`src/rtl/mrsp_pkg.sv`:
```
// shared types, constants and a decode helper for the midi running status parser
// no dependencies

package mrsp_pkg;

   localparam logic [7:0] REALTIME_MIN = 8'hF8;
   localparam logic [7:0] SYSTEM_MIN   = 8'hF0;
   localparam logic [7:0] STATUS_MASK  = 8'h80;
   localparam logic [7:0] KIND_MASK    = 8'hF0;
   localparam logic [7:0] KIND_PROGRAM = 8'hC0;
   localparam logic [7:0] KIND_CH_PRES = 8'hD0;
   localparam logic [7:0] NO_STATUS    = 8'h00;

   typedef enum logic [1:0] {
      PH_IDLE  = 2'd0,
      PH_DATA1 = 2'd1,
      PH_DATA2 = 2'd2
   } phase_type;

   typedef struct packed {
      logic [7:0] midi_byte;
      logic       packet_end;
   } req_type;

   typedef struct packed {
      logic [7:0] msg_data2;
      logic [7:0] msg_data1;
      logic [7:0] msg_status;
   } msg_type;

   // program change and channel pressure carry a single data byte
   function automatic logic one_data_byte(input logic [7:0] status);
      logic [7:0] kind;
      kind = status & KIND_MASK;
      return (kind == KIND_PROGRAM) || (kind == KIND_CH_PRES);
   endfunction

endpackage

```
`src/rtl/midi_running_status_parser_core.sv`:
```
// midi running status parser, top level: byte stream in, channel messages out
// depends on mrsp_pkg, mrsp_in_stage, mrsp_decode, mrsp_out_stage
//
// usage
//   req_* carries one raw midi byte per transfer, req_tlast marks the packet end
//   rsp_* carries one complete channel message per transfer: status and two data
//   bytes, data2 zero for program change and channel pressure
//   throughput: one byte per cycle while the result register has room, set by the
//   combinational decode between the input register and the result register
//   a byte that completes a message shows up on rsp after it has passed the input
//   register, then the result register
//   bytes that finish no message produce no transfer
//   running status survives packet boundaries; an unfinished message is dropped
//   at packet end
//   reset (synchronous, active high) clears running status, the message phase
//   and the drop flag, and empties both registers
//   when the receiver stalls the result register holds; one more byte may sit
//   in the input register, then req_tready falls until a result is taken

module midi_running_status_parser_core (
   input  logic        clock,
   input  logic        reset,
   input  logic        req_tvalid,
   output logic        req_tready,
   input  logic [7:0]  req_tdata,   // [7:0] midi_byte
   input  logic        req_tlast,   // packet_end
   output logic        rsp_tvalid,
   input  logic        rsp_tready,
   output logic [23:0] rsp_tdata    // [7:0] msg_status, [15:8] msg_data1, [23:16] msg_data2
);
   import mrsp_pkg::*;

   req_type req_item;
   req_type stage_item;
   logic    stage_valid;
   logic    stage_take;
   logic    out_space;
   logic    emit;
   msg_type dec_msg;
   msg_type out_msg;

   assign req_item.midi_byte  = req_tdata;
   assign req_item.packet_end = req_tlast;

   // a byte leaves the input register whenever the result register has room
   assign stage_take = stage_valid && out_space;

   mrsp_in_stage u_in_stage (
      .clock       (clock),
      .reset       (reset),
      .in_valid    (req_tvalid),
      .in_ready    (req_tready),
      .in_item     (req_item),
      .stage_valid (stage_valid),
      .stage_take  (stage_take),
      .stage_item  (stage_item)
   );

   mrsp_decode u_decode (
      .clock (clock),
      .reset (reset),
      .fire  (stage_take),
      .item  (stage_item),
      .emit  (emit),
      .msg   (dec_msg)
   );

   mrsp_out_stage u_out_stage (
      .clock     (clock),
      .reset     (reset),
      .load      (emit),
      .load_msg  (dec_msg),
      .space     (out_space),
      .out_valid (rsp_tvalid),
      .out_ready (rsp_tready),
      .out_msg   (out_msg)
   );

   // message fields packed lowest first
   assign rsp_tdata = {out_msg.msg_data2, out_msg.msg_data1, out_msg.msg_status};

endmodule

```
`src/rtl/mrsp_in_stage.sv`:
```
// input register stage: holds one accepted byte until the decoder consumes it
// depends on mrsp_pkg

module mrsp_in_stage (
   input  logic             clock,
   input  logic             reset,
   input  logic             in_valid,
   output logic             in_ready,
   input  mrsp_pkg::req_type in_item,
   output logic             stage_valid,
   input  logic             stage_take,
   output mrsp_pkg::req_type stage_item
);
   import mrsp_pkg::*;

   logic    valid_ff, valid_in;
   req_type item_ff, item_in;

   assign in_ready = !valid_ff || stage_take;

   always_comb begin
      valid_in = valid_ff;
      item_in  = item_ff;
      if (in_ready) begin
         valid_in = in_valid;
         item_in  = in_item;
      end
   end

   always_ff @(posedge clock) begin
      if (reset) begin
         valid_ff <= 1'b0;
      end else begin
         valid_ff <= valid_in;
      end
      item_ff <= item_in;
   end

   assign stage_valid = valid_ff;
   assign stage_item  = item_ff;

endmodule

```
`src/rtl/mrsp_decode.sv`:
```
// parser state machine: running status, message phase, held data and drop flag
// depends on mrsp_pkg

module mrsp_decode (
   input  logic              clock,
   input  logic              reset,
   input  logic              fire,
   input  mrsp_pkg::req_type item,
   output logic              emit,
   output mrsp_pkg::msg_type msg
);
   import mrsp_pkg::*;

   logic [7:0] run_status_ff, run_status_in;
   phase_type  phase_ff, phase_in;
   logic [7:0] held_data1_ff, held_data1_in;
   logic       drop_rest_ff, drop_rest_in;
   logic [7:0] b;
   logic       single;

   assign b      = item.midi_byte;
   assign single = one_data_byte(run_status_ff);

   // next state
   always_comb begin
      run_status_in = run_status_ff;
      phase_in      = phase_ff;
      held_data1_in = held_data1_ff;
      drop_rest_in  = drop_rest_ff;
      if (fire) begin
         if (!drop_rest_ff) begin
            case (phase_ff)
               PH_DATA1: begin
                  if (single) begin
                     phase_in = PH_IDLE;
                  end else begin
                     held_data1_in = b;
                     phase_in      = PH_DATA2;
                  end
               end
               PH_DATA2: begin
                  phase_in = PH_IDLE;
               end
               default: begin
                  phase_in = PH_IDLE;
                  if (b >= REALTIME_MIN) begin
                     phase_in = PH_IDLE;
                  end else if ((b & STATUS_MASK) != 8'h00) begin
                     if (b >= SYSTEM_MIN) begin
                        run_status_in = NO_STATUS;
                     end else begin
                        run_status_in = b;
                        phase_in      = PH_DATA1;
                     end
                  end else if (run_status_ff == NO_STATUS) begin
                     drop_rest_in = 1'b1;
                  end else if (!single) begin
                     held_data1_in = b;
                     phase_in      = PH_DATA2;
                  end
               end
            endcase
         end
         if (item.packet_end) begin
            phase_in     = PH_IDLE;
            drop_rest_in = 1'b0;
         end
      end
   end

   // result decode
   always_comb begin
      emit           = 1'b0;
      msg.msg_status = run_status_ff;
      msg.msg_data1  = b;
      msg.msg_data2  = 8'h00;
      if (fire && !drop_rest_ff) begin
         case (phase_ff)
            PH_DATA1: begin
               emit = single;
            end
            PH_DATA2: begin
               emit          = 1'b1;
               msg.msg_data1 = held_data1_ff;
               msg.msg_data2 = b;
            end
            default: begin
               emit = ((b & STATUS_MASK) == 8'h00) && (run_status_ff != NO_STATUS)
                      && single;
            end
         endcase
      end
   end

   always_ff @(posedge clock) begin
      if (reset) begin
         run_status_ff <= NO_STATUS;
         phase_ff      <= PH_IDLE;
         drop_rest_ff  <= 1'b0;
      end else begin
         run_status_ff <= run_status_in;
         phase_ff      <= phase_in;
         drop_rest_ff  <= drop_rest_in;
      end
      held_data1_ff <= held_data1_in;
   end

endmodule

```
`src/rtl/mrsp_out_stage.sv`:
```
// result register: holds one completed message until the receiver takes it
// depends on mrsp_pkg

module mrsp_out_stage (
   input  logic              clock,
   input  logic              reset,
   input  logic              load,
   input  mrsp_pkg::msg_type load_msg,
   output logic              space,
   output logic              out_valid,
   input  logic              out_ready,
   output mrsp_pkg::msg_type out_msg
);
   import mrsp_pkg::*;

   logic    valid_ff, valid_in;
   msg_type msg_ff, msg_in;

   assign space = !valid_ff || out_ready;

   always_comb begin
      valid_in = valid_ff;
      msg_in   = msg_ff;
      if (space) begin
         valid_in = load;
         msg_in   = load_msg;
      end
   end

   always_ff @(posedge clock) begin
      if (reset) begin
         valid_ff <= 1'b0;
      end else begin
         valid_ff <= valid_in;
      end
      msg_ff <= msg_in;
   end

   assign out_valid = valid_ff;
   assign out_msg   = msg_ff;

endmodule

```
`config.mk`:
```
export PLATFORM = sky130hd
export DESIGN_NAME = midi_running_status_parser_core
export DESIGN_NICKNAME = d
export VERILOG_FILES = /design/src/rtl/mrsp_pkg.sv /design/src/rtl/midi_running_status_parser_core.sv /design/src/rtl/mrsp_in_stage.sv /design/src/rtl/mrsp_decode.sv /design/src/rtl/mrsp_out_stage.sv
export SDC_FILE = /design/constraint.sdc
export NUM_CORES = 1
export LEC_CHECK = 0
export ABC_AREA = 1
export BUFFER_PORTS_ARGS = -buffer_cell sky130_fd_sc_hd__buf_2
export CORE_ASPECT_RATIO = 0.9
export CORE_MARGIN = 4
export CORE_UTILIZATION = 54
export DETAILED_ROUTE_END_ITERATION = 8
export GPL_TIMING_DRIVEN = 1
export PLACE_DENSITY_LB_ADDON = 0.12
export REMOVE_ABC_BUFFERS = 1
export SLEW_MARGIN = 10
export SYNTH_ARGS = -nofsm -noshare
export SYNTH_HDL_FRONTEND = slang
export SYNTH_SLANG_ARGS = --single-unit
```
`constraint.sdc`:
```
create_clock -name clock -period 2.58 [get_ports clock]
set_input_delay 0.129 -clock clock [delete_from_list [all_inputs] [get_ports clock]]
set_output_delay 0.129 -clock clock [all_outputs]
set_load 0.01 [all_outputs]
```
==> flow_metrics.tcl <==
set metrics [dict create \
    grt_usage 0.175 \
    fin_area_mm2 0.00253 \
    worst_setup_path_end_kind "register" \
    hold_violations 0 \
    synth_top_cell_area_share 0.585 \
    ant_nets 0 \
    fin_crit_sh 0.670 \
    leakage_uw 0.00110 \
    fmax_ghz 0.579 \
    worstPathRequired_ps 2590 \
    yosysWarnings 0 \
    status "finished clean" \
    die-height_um 67.2 \
    cts_htree_levels 2 \
    worstHoldStart "req_tdata[3]" \
    reg2reg_from "u_out_stage.out_valid" \
    dp_hpwl_mm 2.66 \
    tritoncts "yes" \
    dp.cells 253 \
    num_rows 21 \
    tns_ps 0 \
    clock-root-buffer "clkbuf_8" \
    crit_start "u_out_stage.out_valid" \
    power-per-cell-area_mw_per_mm2 653 \
    diodes 0 \
    synth-seq-cells 54 \
    crit_type "reg2reg" \
    yosysSeqAreaShare 0.709 \
    cts_max_path_buffers 2 \
    dpl-instance-area_mm2 0.00233 \
    cts.sinks 54 \
    firstDrtPassIters 5 \
    final_max_slew_viol_count 0 \
    hold_class "in2reg" \
    port_buffers 38 \
    area_growth_pct 20.2 \
    first_iter_violations 74 \
    fill_cells 288 \
    tightest_slew_ps 502 \
    yosys-top-cells-area "edfxtp_1 59%, dfxtp_1 12%, nor2_1 4.8%" \
    nets 237 \
    drive_above_1_share 0.256 \
    vias_per_cell 5.06 \
    insertion_delay_ps 300 \
    via_count 1360 \
    numCtsBuffers 5 \
    coreArea_mm2 0.00373 \
    grt_pass1_vias 1348 \
    synth_common_cells "41 x edfxtp_1, 27 x nor2_1, 24 x nand2_1" \
    die_w_um 73.8 \
    synth_area_mm2 0.00210 \
    ios 39 \
    drc 0 \
    fin_cells 269 \
    setup_viol 0 \
    synth-main-ff-cell "edfxtp_1" \
    path_max_fanout 27 \
    register_area_mm2 0.00149 \
    power_uw 1650 \
    slew_headroom 0.664 \
    maxCapViolations 0 \
    arrival_ps 1740 \
    synthCells 172 \
    dieArea_mm2 0.00496 \
    fin_crit_ps 1730 \
    multi_input_area_um2 519 \
    fin_skew_ps 5.61 \
    wl_per_cell_um 13.9 \
    antenna_found_initial 0 \
    synth_edf_count 41 \
    wirelength_mm 3.74 \
    async_flop_share 0 \
    yosysTopAreaCell "edfxtp_1" \
    grt_max_degree 28 \
    startpoint_type "register" \
    overflow 0 \
    synth_most_common_cell "edfxtp_1" \
    clkSlewWorstSetupHoldPaths_ps 80 \
    ys_types 26 \
    rsz0062_at_grt "no" \
    timing.hold.ws_ps 22.3 \
    ir_worst_vdd_uv 412 \
    start_util 0.564 \
    place.gp.congestion 0.863 \
    grt_pass1_wl_mm 6.38 \
    synth_area_per_cell_um2 12.2 \
]
-- registers in the layout, indices dropped and copies added (netlist names) --
register and cells:
u_decode.drop_rest_ff 1, u_decode.held_data1_ff 8, u_decode.phase_ff 2, u_decode.run_status_ff 8, u_in_stage.stage_item 9, u_in_stage.stage_valid 1
u_out_stage.out_msg 24, u_out_stage.out_valid 1
-- where the power goes --
group / switching, uW / total [uW] / internal [uW]
combinational: 61.4 / 106 / 44.7
clock: 246 / 563 / 316
sequential: 19.6 / 982 / 963
total: 327 / 1650 / 1320
-- worst paths after layout --
check             depth (start not counted)                        end  slack (ps)
setup reg to reg                          6  u_decode.held_data1_ff[4]         850
hold / removal                            1   u_in_stage.stage_item[4]          20
setup / recovery                          6  u_decode.held_data1_ff[4]         850
hold reg to reg                           0     u_out_stage.out_msg[2]         470
-- cells by family after synthesis --
group / after synthesis / synth area share
simple gates: 70 / 0.166
compound gates: 25 / 0.0690
flops: 54 / 0.709
buf+inv: 21 / 0.0446
fa+ha+maj: 2 / 0.0119
-- per-layer routing --
metal  wire length (um)  vias to the layer above  track usage  part of all wire
met5                  0                        -            0                 0
met4                 53                        0       0.0679             0.014
met3                232                        5       0.0446             0.062
met2               1880                       44        0.299              0.50
met1               1570                      619        0.214              0.42
li1                   -                      692            -                 -
-- stage by stage --
step / utilization / worst slack (ps)
finish: 0.678 / 852
global placement: 0.625 / 907
CTS: 0.678 / 821
global route: 0.678 / 722
floorplan: - / 373
detailed placement: 0.625 / 833
-- placed cells by master (no fill, tap or decap), drive strengths merged --
cell / Yosys / layout
ha: 2 / 2
buf: 4 / 39
dfxtp: 13 / 13
nand2: 28 / 28
dlygate4sd3: 0 / 8
clkbuf: 0 / 7
clkinv: 1 / 1
nor2: 30 / 30
edfxtp: 41 / 41
a21oi: 22 / 22
nand4: 8 / 8
nand3: 2 / 2
a31oi: 2 / 2
inv: 16 / 16
bufinv: 0 / 1
nor4: 1 / 1
nor3: 1 / 1
o21bai: 1 / 1
-- final cells by class --
type | instances | share of cell area
clock inverters | 1 | 0.0119
well taps | 46 | 0.0228
inverters | 17 | 0.0262
repair buffers | 47 | 0.110
multi-input cells | 97 | 0.205
clock buffers | 7 | 0.0341
flip-flops and latches | 54 | 0.590
-- critical path, cell delays in order, from the launching register on --
cell and delay [ps]:
dfxtp_1 350, nand2_4 310, nand2_4 130, nor2_8 130, inv_4 60, nor4_1 250, buf_4 210
-- timing repair --
action | CTS | global route
hold buffers | 8 | 0
gates resized for setup | 0 | 0
hold endpoints to repair | 8 | 0
setup buffers | 0 | 0
Power figures use the tool's default switching activity.
